<file path="config.mk">
export PLATFORM = sky130hd
export DESIGN_NAME = rect_tile_subdivide_ordered
export DESIGN_NICKNAME = d
export VERILOG_FILES = /design/src/design/rtso_pkg.sv /design/src/design/rtso_ram.sv /design/src/design/rtso_tilegen.sv /design/src/design/rect_tile_subdivide_ordered.sv
export SDC_FILE = /design/constraint.sdc
export NUM_CORES = 2
export LEC_CHECK = 0
export BUFFER_PORTS_ARGS = -buffer_cell sky130_fd_sc_hd__buf_2
export CAP_MARGIN = 30
export CORE_ASPECT_RATIO = 0.75
export CORE_UTILIZATION = 28
export DETAILED_ROUTE_END_ITERATION = 16
export GPL_ROUTABILITY_DRIVEN = 0
export HOLD_SLACK_MARGIN = 0.15
export PLACE_DENSITY = 0.49
export SLEW_MARGIN = 25
export SYNTH_ARGS = -nofsm -noshare
export SYNTH_HDL_FRONTEND = slang
export SYNTH_SLANG_ARGS = --single-unit
export TNS_END_PERCENT = 1
</file>
<file path="constraint.sdc">
create_clock -name clk -period 5.87 [get_ports clk]
set_clock_uncertainty 0.05 [all_clocks]
set_input_delay 0.2935 -clock clk [delete_from_list [all_inputs] [get_ports clk]]
set_output_delay 0.2935 -clock clk [all_outputs]
set_load 0.1 [all_outputs]
</file>
<file path="src/design/rtso_pkg.sv">
// Shared types, state codes and the tile ordering function of the tile subdivider.
package rtso_pkg;

  localparam int unsigned COUNT_W = 3;

  typedef struct packed {
    logic signed [15:0] rect_x;
    logic signed [15:0] rect_y;
    logic [14:0]        rect_width;
    logic [14:0]        rect_height;
    logic [2:0]         split_count;
    logic signed [15:0] delta_x;
    logic signed [15:0] delta_y;
  } in_word_t;

  typedef struct packed {
    logic signed [15:0] tile_x;
    logic signed [15:0] tile_y;
    logic [14:0]        tile_width;
    logic [14:0]        tile_height;
    logic               last_tile;
  } out_word_t;

  typedef struct packed {
    logic [15:0] x;
    logic [15:0] y;
    logic [14:0] w;
    logic [14:0] h;
  } tile_t;

  typedef struct packed {
    logic prim_vert;
    logic prim_desc;
    logic sec_desc;
  } order_mode_t;

  typedef enum logic [2:0] {
    ST_IDLE,
    ST_LOAD,
    ST_SCAN,
    ST_WRITE,
    ST_READ,
    ST_FILL
  } state_t;

  // True when tile a strictly precedes tile b in the scroll order.
  function automatic logic goes_before(tile_t a, tile_t b, order_mode_t m);
    logic signed [15:0] pa;
    logic signed [15:0] pb;
    logic signed [15:0] sa;
    logic signed [15:0] sb;
    logic               res;
    pa = m.prim_vert ? $signed(a.y) : $signed(a.x);
    pb = m.prim_vert ? $signed(b.y) : $signed(b.x);
    sa = m.prim_vert ? $signed(a.x) : $signed(a.y);
    sb = m.prim_vert ? $signed(b.x) : $signed(b.y);
    if (pa != pb) begin
      res = m.prim_desc ? (pa > pb) : (pa < pb);
    end else if (sa != sb) begin
      res = m.sec_desc ? (sa > sb) : (sa < sb);
    end else begin
      res = 1'b0;
    end
    return res;
  endfunction

endpackage

</file>
<file path="src/design/rtso_ram.sv">
// Generic single-write, single-read memory with a registered read port.
module rtso_ram #(
  parameter int unsigned WIDTH = 8,
  parameter int unsigned DEPTH = 16,
  parameter int unsigned AW    = (DEPTH > 1) ? $clog2(DEPTH) : 1
) (
  input  logic             clk,
  input  logic             we,
  input  logic [AW-1:0]    waddr,
  input  logic [WIDTH-1:0] wdata,
  input  logic [AW-1:0]    raddr,
  output logic [WIDTH-1:0] rdata
);

  logic [WIDTH-1:0] mem [DEPTH];

  always_ff @(posedge clk) begin
    if (we) begin
      mem[waddr] <= wdata;
    end
    rdata <= mem[raddr];
  end

endmodule

</file>
<file path="src/design/rtso_tilegen.sv">
// Works out one tile of the split tree directly from its index in split order.
module rtso_tilegen #(
  parameter int unsigned MAX_SPLITS = 4,
  parameter int unsigned IDXW       = (MAX_SPLITS > 0) ? MAX_SPLITS : 1
) (
  input  rtso_pkg::tile_t                     rect,
  input  logic [rtso_pkg::COUNT_W-1:0]        count,
  input  logic [IDXW-1:0]                     idx,
  output rtso_pkg::tile_t                     tile
);
  import rtso_pkg::*;

  // The index bits, most significant first, pick the lower or upper half at
  // each level; odd levels halve the height and even levels the width.
  always_comb begin
    tile_t               cur;
    logic [COUNT_W-1:0]  sh;
    logic [IDXW-1:0]     sel;
    logic [15:0]         half;
    cur  = rect;
    half = '0;
    for (int s = 1; s <= int'(MAX_SPLITS); s++) begin
      sh   = count - COUNT_W'(s);
      sel  = idx >> sh;
      if (COUNT_W'(s) <= count) begin
        if ((s % 2) == 0) begin
          half = ({1'b0, cur.w} + 16'd1) >> 1;
          if (sel[0]) begin
            cur.x = cur.x + half;
            cur.w = cur.w >> 1;
          end else begin
            cur.w = half[14:0];
          end
        end else begin
          half = ({1'b0, cur.h} + 16'd1) >> 1;
          if (sel[0]) begin
            cur.y = cur.y + half;
            cur.h = cur.h >> 1;
          end else begin
            cur.h = half[14:0];
          end
        end
      end
    end
    tile = cur;
  end

endmodule

</file>
<file path="src/design/rect_tile_subdivide_ordered.sv">
// Ranking: with n = 2^min(split_count, MAX_SPLITS) tiles, each tile in turn is loaded,
// scanned against every tile and written to the tile RAM at its rank (LOAD, SCAN, WRITE).
// Emission then reads the RAM back in address order, a READ and a FILL state per word;
// a READ waits while the output slot is still full.
// A new rectangle is taken while the final word still waits at the output.
// Reset (synchronous, active low) returns the controller to idle with no word pending.
module rect_tile_subdivide_ordered #(
  parameter int unsigned MAX_SPLITS = 4
) (
  input  logic                clk,
  input  logic                rst_n,
  input  logic                in_valid,
  output logic                in_ready,
  input  rtso_pkg::in_word_t  in_data,
  output logic                out_valid,
  input  logic                out_ready,
  output rtso_pkg::out_word_t out_data
);
  import rtso_pkg::*;

  localparam int unsigned IDXW  = (MAX_SPLITS > 0) ? MAX_SPLITS : 1;
  localparam int unsigned DEPTH = 1 << MAX_SPLITS;
  localparam int unsigned TW    = $bits(tile_t);

  state_t                  state_r, state_nxt;
  tile_t                   job_r, job_nxt;
  logic [COUNT_W-1:0]      cnt_r, cnt_nxt;
  order_mode_t             mode_r, mode_nxt;
  logic [IDXW:0]           n_r, n_nxt;
  logic [IDXW:0]           i_r, i_nxt;
  logic [IDXW:0]           j_r, j_nxt;
  logic [IDXW:0]           rank_r, rank_nxt;
  logic [IDXW:0]           e_r, e_nxt;
  tile_t                   key_r, key_nxt;
  tile_t                   cand_r, cand_nxt;
  logic [IDXW:0]           cand_idx_r, cand_idx_nxt;
  logic                    cand_v_r, cand_v_nxt;
  out_word_t               out_r, out_nxt;
  logic                    out_valid_r, out_valid_nxt;

  tile_t                   gen_key;
  tile_t                   gen_cand;
  logic                    ram_we;
  logic [TW-1:0]           ram_rdata;
  tile_t                   rd_tile;
  logic                    hit;
  logic [COUNT_W-1:0]      cnt_sat;
  logic [16:0]             dx_ext, dy_ext, adx, ady;
  logic                    dx_pos, dy_pos, vert;

  rtso_tilegen #(.MAX_SPLITS(MAX_SPLITS)) u_gen_key (
    .rect  (job_r),
    .count (cnt_r),
    .idx   (i_r[IDXW-1:0]),
    .tile  (gen_key)
  );

  rtso_tilegen #(.MAX_SPLITS(MAX_SPLITS)) u_gen_cand (
    .rect  (job_r),
    .count (cnt_r),
    .idx   (j_r[IDXW-1:0]),
    .tile  (gen_cand)
  );

  // Sorted tiles land in the RAM at their rank and are read back in address order.
  rtso_ram #(.WIDTH(TW), .DEPTH(DEPTH)) u_tile_ram (
    .clk   (clk),
    .we    (ram_we),
    .waddr (rank_r[IDXW-1:0]),
    .wdata (key_r),
    .raddr (e_r[IDXW-1:0]),
    .rdata (ram_rdata)
  );

  assign rd_tile = tile_t'(ram_rdata);

  // A tile ranks behind every tile that precedes it, and behind an equal
  // tile that comes earlier in split order.
  assign hit = goes_before(cand_r, key_r, mode_r) ||
               ((cand_r.x == key_r.x) && (cand_r.y == key_r.y) && (cand_idx_r < i_r));

  assign cnt_sat = (in_data.split_count > COUNT_W'(MAX_SPLITS)) ?
                   COUNT_W'(MAX_SPLITS) : in_data.split_count;
  assign dx_ext  = {in_data.delta_x[15], in_data.delta_x};
  assign dy_ext  = {in_data.delta_y[15], in_data.delta_y};
  assign adx     = dx_ext[16] ? (17'd0 - dx_ext) : dx_ext;
  assign ady     = dy_ext[16] ? (17'd0 - dy_ext) : dy_ext;
  assign dx_pos  = !in_data.delta_x[15] && (in_data.delta_x != 16'sd0);
  assign dy_pos  = !in_data.delta_y[15] && (in_data.delta_y != 16'sd0);
  assign vert    = adx < ady;

  always_ff @(posedge clk) begin
    if (!rst_n) begin
      state_r     <= ST_IDLE;
      out_valid_r <= 1'b0;
      cand_v_r    <= 1'b0;
      i_r         <= '0;
      j_r         <= '0;
      e_r         <= '0;
      n_r         <= '0;
      rank_r      <= '0;
      cnt_r       <= '0;
      mode_r      <= '0;
    end else begin
      state_r     <= state_nxt;
      out_valid_r <= out_valid_nxt;
      cand_v_r    <= cand_v_nxt;
      i_r         <= i_nxt;
      j_r         <= j_nxt;
      e_r         <= e_nxt;
      n_r         <= n_nxt;
      rank_r      <= rank_nxt;
      cnt_r       <= cnt_nxt;
      mode_r      <= mode_nxt;
    end
  end

  always_ff @(posedge clk) begin
    job_r      <= job_nxt;
    key_r      <= key_nxt;
    cand_r     <= cand_nxt;
    cand_idx_r <= cand_idx_nxt;
    out_r      <= out_nxt;
  end

  always_comb begin
    state_nxt     = state_r;
    job_nxt       = job_r;
    cnt_nxt       = cnt_r;
    mode_nxt      = mode_r;
    n_nxt         = n_r;
    i_nxt         = i_r;
    j_nxt         = j_r;
    rank_nxt      = rank_r;
    e_nxt         = e_r;
    key_nxt       = key_r;
    cand_nxt      = cand_r;
    cand_idx_nxt  = cand_idx_r;
    cand_v_nxt    = cand_v_r;
    out_nxt       = out_r;
    out_valid_nxt = out_valid_r && !out_ready;
    in_ready      = 1'b0;
    ram_we        = 1'b0;

    case (state_r)
      ST_IDLE: begin
        in_ready = 1'b1;
        if (in_valid) begin
          job_nxt.x          = in_data.rect_x;
          job_nxt.y          = in_data.rect_y;
          job_nxt.w          = in_data.rect_width;
          job_nxt.h          = in_data.rect_height;
          cnt_nxt            = cnt_sat;
          mode_nxt.prim_vert = vert;
          mode_nxt.prim_desc = vert ? dy_pos : dx_pos;
          mode_nxt.sec_desc  = vert ? dx_pos : dy_pos;
          n_nxt              = (IDXW + 1)'(1) << cnt_sat;
          i_nxt              = '0;
          state_nxt          = ST_LOAD;
        end
      end
      ST_LOAD: begin
        key_nxt    = gen_key;
        j_nxt      = '0;
        rank_nxt   = '0;
        cand_v_nxt = 1'b0;
        state_nxt  = ST_SCAN;
      end
      ST_SCAN: begin
        if (cand_v_r && hit) begin
          rank_nxt = rank_r + (IDXW + 1)'(1);
        end
        if (j_r != n_r) begin
          cand_nxt     = gen_cand;
          cand_idx_nxt = j_r;
          cand_v_nxt   = 1'b1;
          j_nxt        = j_r + (IDXW + 1)'(1);
        end else begin
          cand_v_nxt = 1'b0;
          state_nxt  = ST_WRITE;
        end
      end
      ST_WRITE: begin
        ram_we = 1'b1;
        i_nxt  = i_r + (IDXW + 1)'(1);
        if (i_r + (IDXW + 1)'(1) == n_r) begin
          e_nxt     = '0;
          state_nxt = ST_READ;
        end else begin
          state_nxt = ST_LOAD;
        end
      end
      ST_READ: begin
        // The RAM read is under way; move on only once the output slot is free.
        if (!out_valid_r || out_ready) begin
          state_nxt = ST_FILL;
        end
      end
      ST_FILL: begin
        out_nxt.tile_x      = rd_tile.x;
        out_nxt.tile_y      = rd_tile.y;
        out_nxt.tile_width  = rd_tile.w;
        out_nxt.tile_height = rd_tile.h;
        out_nxt.last_tile   = (e_r + (IDXW + 1)'(1) == n_r);
        out_valid_nxt       = 1'b1;
        e_nxt               = e_r + (IDXW + 1)'(1);
        if (e_r + (IDXW + 1)'(1) == n_r) begin
          state_nxt = ST_IDLE;
        end else begin
          state_nxt = ST_READ;
        end
      end
      default: begin
        state_nxt = ST_IDLE;
      end
    endcase
  end

  assign out_valid = out_valid_r;
  assign out_data  = out_r;

endmodule

</file>
# After elaboration in Yosys (flattened, before gate mapping)
# Memory sizes are Yosys's and may differ from the RTL's. A register that Yosys moved wholly into a read port is not among the register bits.
# Cells that the tools add are included.
totals:
  reg_bits: 260
  mem_bits_rw: 992
  input_bits: 101
  out_inout_bits: 65
  wordCells: 176
  mem_count: 1
mem_list:
  columns: ["name", "words", "width", "read_ports", "rd_ports_with_merged_regs", "write_ports", "line_no", "rtl"]
  rows:
  - ["u_tile_ram.mem", 16, 62, 1, 1, 1, "rtso_ram.sv:15", "logic [WIDTH-1:0] mem [DEPTH];"]
classes:
  n_addsub: 22
  order_cmp: 11
  eq_ne: 18
  shifts: 9
  muxes: 62
  reduce_logical: 25
op_table:
  columns: ["cell", "count"]
  rows:
  - ["two-way mux 16 bit", 16]
  - ["two-way mux 62 bit", 4]
  - ["two-way mux 15 bit", 12]
  - ["adder 15 x 1 -> 16 bit, second input constant", 6]
  - ["adder 16 x 15 -> 16 bit", 6]
  - ["case mux 5 bit (2 select lines)", 4]
  - ["two-way mux 17 bit", 2]
  - ["subtractor 1 x 16 -> 17 bit, first input constant", 2]
  - ["equality test 16 bit", 2]
  - ["greater-than comparator 16 bit", 2]
  - ["less-than comparator 16 bit", 2]
  - ["!= test 16 bit", 2]
  - ["nonzero test 16 bit", 2]
  - ["right shift 4 x 3 -> 1 bit", 8]
  - ["adder 5 x 1 -> 5 bit, second input constant", 4]
  - ["two-way mux 5 bit", 4]
  - ["two-way mux 3 bit", 6]
  - ["case mux 3 bit (6 select lines)", 1]
  - ["less-than comparator 17 bit", 1]
  - ["two-way mux 1 bit", 12]
  - ["!= test 2 bit, second input constant", 6]
  - ["AND reduction 2 bit", 6]
  - ["equality test 5 bit", 2]
  - ["equality test 3 x 2 -> 1 bit, second input constant", 2]
  - ["other kinds (19)", 33]

# Depth between registers and ports, before layout
logic_depth:
  word_depth: 10
  mapped_depth: 24
  mapped_depth_nobuf: 21

# Hierarchy
# Synthesis repeated with hierarchy kept, for this count alone.
unflattened:
  cells_unflattened: 4352
  hier_area_um2: 63027.9
by_module_without_submodules:
  columns: ["module", "instances", "cells_per_inst", "area_per_inst_um2", "seq_area_each_um2"]
  rows:
  - ["rtso_ram", 1, 1598, 38333.0, 31029.8]
  - ["rect_tile_subdivide_ordered", 1, 808, 11502.3, 7427.1]
  - ["rtso_tilegen at u_gen_key", 1, 961, 6612.6, 0.0]
  - ["rtso_tilegen at u_gen_cand", 1, 985, 6580.1, 0.0]

# Worst setup path before layout
# Ideal clock, no wire load.
synth_path:
  path_type: "reg2reg"
  startpoint: "reg state_r[1]"
  endpoint: "mem u_tile_ram.mem[0][0] (netlist name) (enable)"
  setup_time_ns: 0.558
  t_arrival_ns: 5.298
  required_ns: 5.262
  slack_ns: -0.036
  path_stages_with_launch: 6
  path_buffers: 1
  synth_period_minus_slack_ns: 5.906
  path_cell_list: "dfxtp_1 > nor2b_1 > and2_1 > clkbuf_1 > nand2_1 > nor3_1"
synth_between:
  elab_chain_cells: 4
synth_rtl:
  columns: ["element", "line_no", "rtl"]
  rows:
  - ["start: declaration", "rect_tile_subdivide_ordered.sv:25", "state_t state_r, state_nxt;"]
  - ["start signal: assignment", "rect_tile_subdivide_ordered.sv:105", "state_r <= state_nxt;"]
  - ["equality test 3 x 2 -> 1 bit", "rect_tile_subdivide_ordered.sv:145", "case (state_r)"]
  - ["two-way mux 1 bit", "rect_tile_subdivide_ordered.sv:145", null]
  - ["two-way mux 1 bit", "rtso_ram.sv:18", "if (we) begin"]
  - ["two-way mux 1 bit (implied by the code)", "rtso_ram.sv:19", "mem[waddr] <= wdata;"]
  - ["end: declaration", "rtso_ram.sv:15", null]
# No other way between the ends.

==> impl_metrics.xml <==
<?xml version="1.0" encoding="UTF-8"?>
<metrics>
  <group name="run">
    <metric name="max-cap-violations" unit="">0</metric>
  </group>
  <group name="detailed_routing">
    <metric name="drt-initial-drc-count" unit="">3456</metric>
    <metric name="dr_total_vias" unit="">34800</metric>
    <metric name="drc" unit="">0</metric>
    <metric name="finalWirelength" unit="mm">170</metric>
    <metric name="ant_nets" unit="">0</metric>
    <metric name="routedWlPerCell" unit="µm">24.2</metric>
    <metric name="mean_number_of_vias_per_cell" unit="">4.96</metric>
    <metric name="drt-pass1-iter-count" unit="">6</metric>
  </group>
  <group name="timing">
    <metric name="worst_slew_margin_rel" unit="%">32.6</metric>
    <metric name="setup_violations" unit="">0</metric>
    <metric name="worstMarginPinSlew" unit="ns">1.01</metric>
    <metric name="setup-tns-final" unit="ns">0</metric>
    <metric name="maxClockFrequency" unit="MHz">180</metric>
    <metric name="setup_repair_after_global_routing_missed_its_margin" unit="">yes</metric>
    <metric name="final.min_clock_period" unit="ns">5.55</metric>
    <metric name="report.final.slew_viol_count" unit="">0</metric>
    <metric name="post-route-period-util" unit="%">94.6</metric>
    <metric name="setup_slack" unit="ns">0.319</metric>
    <metric name="final_hold_viol_count" unit="">0</metric>
  </group>
  <group name="worst_setup_path">
    <metric name="worst_setup_end_kind" unit="">flip-flop</metric>
    <metric name="peak_per_stage_delay_on_the_critical_path" unit="ns">0.58</metric>
    <metric name="cell_depth_of_the_worst_setup_path" unit="">18</metric>
    <metric name="crit_arrival" unit="ns">6.01</metric>
    <metric name="critical_path.cell_chain" unit="">nand3_1 -&gt; xnor2_1 -&gt; ha_1 -&gt; nor2b_1 -&gt; o31a_1 -&gt; o21ai_0 -&gt; a21oi_1 -&gt; xnor2_1 -&gt; o21ai_0 -&gt; ha_1 -&gt; nand3_1 -&gt; nand2_1 -&gt; a41o_1 -&gt; o41ai_1 -&gt; buf_4 -&gt; o21ai_0 -&gt; o31ai_1 -&gt; xnor2_1</metric>
    <metric name="critPathSlowestCell" unit="">sky130_fd_sc_hd__o21ai_0</metric>
    <metric name="r2r_cells" unit="">18</metric>
    <metric name="cp-startpoint" unit="">job_r[17]</metric>
    <metric name="regToRegSetupSlack" unit="ns">0.32</metric>
    <metric name="worstReg2RegStart" unit="">job_r[17]</metric>
    <metric name="critPathRequiredTime" unit="ns">6.32</metric>
    <metric name="crit_path_start_kind" unit="">flip-flop</metric>
    <metric name="reg2reg_to" unit="">cand_r[61]</metric>
    <metric name="timing.critical_path.fanout_max" unit="">11</metric>
    <metric name="critical_path_buf_inv_count" unit="">1</metric>
    <metric name="critical-path-top-delay-family" unit="">compound AO/OA/AOI/OAI gates</metric>
    <metric name="cp-endpoint" unit="">cand_r[61]</metric>
    <metric name="criticalPathCategory" unit="">reg2reg</metric>
  </group>
  <group name="pwr">
    <metric name="p_leak" unit="nW">22.9</metric>
    <metric name="cellPowerDensity" unit="mW/mm²">325</metric>
    <metric name="post-layout-total-power" unit="mW">22.9</metric>
    <metric name="irDropWorstVdd" unit="mV">0.211</metric>
  </group>
  <group name="floorplanning">
    <metric name="pin_count" unit="">166</metric>
    <metric name="total_die_area" unit="mm²">0.215</metric>
    <metric name="core.rowCount" unit="">146</metric>
    <metric name="die_height" unit="µm">402</metric>
    <metric name="initial_core_util" unit="%">28.2</metric>
    <metric name="floorplan.die.width" unit="µm">535</metric>
    <metric name="core_region_area" unit="mm²">0.211</metric>
  </group>
  <group name="synthesis">
    <metric name="synth_async_sr_flop_share" unit="%">0</metric>
    <metric name="post_synth_main_area_contributors" unit="">sky130_fd_sc_hd__edfxtp_1 61%, sky130_fd_sc_hd__mux4_2 12%, sky130_fd_sc_hd__ha_1 3.6%</metric>
    <metric name="postSynthCellCount" unit="">3697</metric>
    <metric name="yosysSeqAreaShare" unit="%">64.5</metric>
    <metric name="mappedNetlistNets" unit="">3974</metric>
    <metric name="yosys_warnings" unit="">0</metric>
    <metric name="synth.lib_cells_used.distinct" unit="">90</metric>
    <metric name="synth_top_flop_cell" unit="">sky130_fd_sc_hd__edfxtp_1</metric>
    <metric name="synth.cell_area" unit="mm²">0.0596</metric>
    <metric name="yosys_register_bits" unit="">1313</metric>
    <metric name="synthDominantAreaCellType" unit="">sky130_fd_sc_hd__edfxtp_1</metric>
    <metric name="yosysTopAreaCellShare" unit="%">61.2</metric>
    <metric name="syn_avg_cell_area" unit="µm²">16.1</metric>
    <metric name="number_of_enable_type_register_cells_in_the_synthesized_netlist" unit="">1216</metric>
  </group>
  <group name="layout">
    <metric name="layout-drive-gt1-share" unit="%">22.8</metric>
    <metric name="number_of_nets_in_the_layout" unit="">4371</metric>
    <metric name="final_cell_mix" unit="">1216 x sky130_fd_sc_hd__edfxtp_1, 317 x sky130_fd_sc_hd__mux4_2, 229 x sky130_fd_sc_hd__nand2_1, 175 x sky130_fd_sc_hd__xnor2_1, 169 x sky130_fd_sc_hd__ha_1</metric>
    <metric name="leading_cell_type_in_the_layout_fill_and_taps_excluded" unit="">sky130_fd_sc_hd__edfxtp_1</metric>
    <metric name="final_area" unit="mm²">0.0706</metric>
    <metric name="area_growth" unit="%">18.4</metric>
    <metric name="fillCellCount" unit="">20300</metric>
  </group>
  <group name="placed_design">
    <metric name="dpl_worst_slack" unit="ns">0.228</metric>
    <metric name="hpwlAfterDp" unit="mm">107</metric>
    <metric name="placedInstanceArea" unit="mm²">0.0646</metric>
    <metric name="numPortBuffers" unit="">165</metric>
  </group>
  <group name="global_routing">
    <metric name="first_global_vias" unit="">34500</metric>
    <metric name="grt_antenna_before_repair" unit="">8</metric>
    <metric name="globalRouteOverflowTotal" unit="">0</metric>
    <metric name="grt_start_max_net_pins" unit="">87</metric>
    <metric name="grt_first_pass_wirelength" unit="mm">244</metric>
    <metric name="grt_util_all_layers" unit="%">15.5</metric>
  </group>
  <group name="worst_hold_path">
    <metric name="timing.hold.worst.start" unit="">in_data[58]</metric>
    <metric name="worst_hold_path_type" unit="">in2reg</metric>
  </group>
  <group name="clock_tree">
    <metric name="cts.reportedPaths.clkPinSlew" unit="ns">0.05</metric>
    <metric name="cts_made_buffers" unit="">148</metric>
    <metric name="cts.path.max_buffers" unit="">4</metric>
    <metric name="clock_h_tree_levels" unit="">4</metric>
    <metric name="postCtsSetupRepairBufs" unit="">0</metric>
    <metric name="insertion_delay" unit="ns">0.80</metric>
    <metric name="clock-root-buffer" unit="">sky130_fd_sc_hd__clkbuf_16</metric>
    <metric name="tritoncts" unit="">yes</metric>
    <metric name="cts.sinks" unit="">1313</metric>
  </group>
  <group name="outcome">
    <metric name="run_status" unit="">completed</metric>
  </group>
</metrics>
repair_timing:
item,in CTS,in global routing
resized for setup,0,5
setup endpoints to repair,0,4
hold buffers,131,0
endpoints found under the hold margin,92,0
final cells by class:
cell class / count / area (µm²) / share of cell area [%]
Sequential cell: 1313 / 38500 / 54.5
Multi-Input combinational cell: 2144 / 20400 / 28.9
Clock buffer: 191 / 4000 / 5.67
Tap cell: 2812 / 3520 / 4.99
Timing Repair Buffer: 414 / 3330 / 4.72
Clock inverter: 64 / 566 / 0.801
Inverter: 73 / 277 / 0.392
Antenna cell: 3 / 7.51 / 0.0106
worst min-delay path by stage:
stage / end / slack, ns / cells after the start
after detailed placement: out_data[27] / 0.34 / 0
after CTS: job_r[23] / 0.15 / 2
after global placement: out_data[38] / 0.34 / 0
final: job_r[23] / 0.20 / 2
after global routing: job_r[57] / 0.17 / 2
after floorplan: out_data[10] / 0.34 / 0
cells by family (layout without fill, tap and decap cells):
| kind of cell | count (synthesis) | in the layout | share of synthesized area (%) |
|---|---|---|---|
| DFF | 1313 | 1313 | 64.5 |
| other | 2 | 5 | 0.0126 |
| muxes | 457 | 457 | 14.5 |
| adders and majority gates | 176 | 176 | 3.77 |
| and+or+nand+nor | 715 | 715 | 5.83 |
| AOI/OAI and AO/OA | 546 | 546 | 6.06 |
| xor gates and xnor gates | 248 | 248 | 3.72 |
| buffers and inverters | 240 | 742 | 1.60 |
sequential cells by signal, summed over array words and instances (netlist names):
register / flops
cand_idx_r: 5
cand_r: 32
cand_v_r: 1
cnt_r: 3
e_r: 5
i_r: 5
j_r: 5
job_r: 62
key_r: 62
mode_r: 3
n_r: 5
out_data: 63
out_valid: 1
rank_r: 4
state_r: 3
u_tile_ram.mem: 992
u_tile_ram.rdata: 62
synth_stat cells, types with 7 or more instances:
cell type                   count
sky130_fd_sc_hd__edfxtp_1    1216
sky130_fd_sc_hd__mux4_2       317
sky130_fd_sc_hd__nand2_1      229
sky130_fd_sc_hd__xnor2_1      175
sky130_fd_sc_hd__ha_1         170
sky130_fd_sc_hd__nor2_1       147
sky130_fd_sc_hd__a21oi_1      136
sky130_fd_sc_hd__o21ai_0      128
sky130_fd_sc_hd__clkbuf_1     110
sky130_fd_sc_hd__dfxtp_1       97
sky130_fd_sc_hd__mux2_2        91
sky130_fd_sc_hd__inv_1         72
sky130_fd_sc_hd__nand3_1       72
sky130_fd_sc_hd__xor2_1        70
sky130_fd_sc_hd__nor3_1        59
sky130_fd_sc_hd__mux2i_1       49
sky130_fd_sc_hd__buf_1         39
sky130_fd_sc_hd__a21o_1        34
sky130_fd_sc_hd__nand2b_1      33
sky130_fd_sc_hd__nand4_1       31
sky130_fd_sc_hd__nor2b_1       29
sky130_fd_sc_hd__o31ai_1       28
sky130_fd_sc_hd__a211oi_1      26
sky130_fd_sc_hd__o21a_1        23
sky130_fd_sc_hd__or3_1         20
sky130_fd_sc_hd__nor4_1        19
sky130_fd_sc_hd__a31oi_1       18
sky130_fd_sc_hd__and2_1        16
sky130_fd_sc_hd__and3_1        16
sky130_fd_sc_hd__a21boi_0      15
sky130_fd_sc_hd__o211ai_1      13
sky130_fd_sc_hd__or4_1         11
sky130_fd_sc_hd__buf_2         10
sky130_fd_sc_hd__a211o_1        9
sky130_fd_sc_hd__a2111oi_0      8
sky130_fd_sc_hd__o21bai_1       8
sky130_fd_sc_hd__a21oi_2        7
sky130_fd_sc_hd__o221ai_1       7
sky130_fd_sc_hd__o22ai_1        7
sky130_fd_sc_hd__o311ai_0       7
through the flow:
stage | cells | utilization [%] | hold slack [ns]
finish | 7014 | 33.4 | 0.203
global route | 7012 | 33.4 | 0.174
CTS | 7006 | 33.3 | 0.151
detailed placement | 6620 | 30.5 | 0.339
global placement | 6616 | 30.5 | 0.336
floorplan | 3697 | - | 0.336
routing by layer:
layer | GRT usage [%] | vias to the layer above | routed length [µm]
met2 | 23.0 | 963 | 74300
met5 | 0 | - | 0
met4 | 3.81 | 0 | 3580
li1 | - | 15500 | -
met1 | 23.0 | 18200 | 81000
met3 | 3.31 | 191 | 10700
report_power, final:
part | leakage (nW) | switching [mW] | internal, mW
Sequential | 11.8 | 0.381 | 10.6
Clock | 2.22 | 3.72 | 5.20
Combinational | 8.86 | 1.82 | 1.21
Total | 22.9 | 5.92 | 17.0
Note: power is estimated with default switching activity, not from simulation.
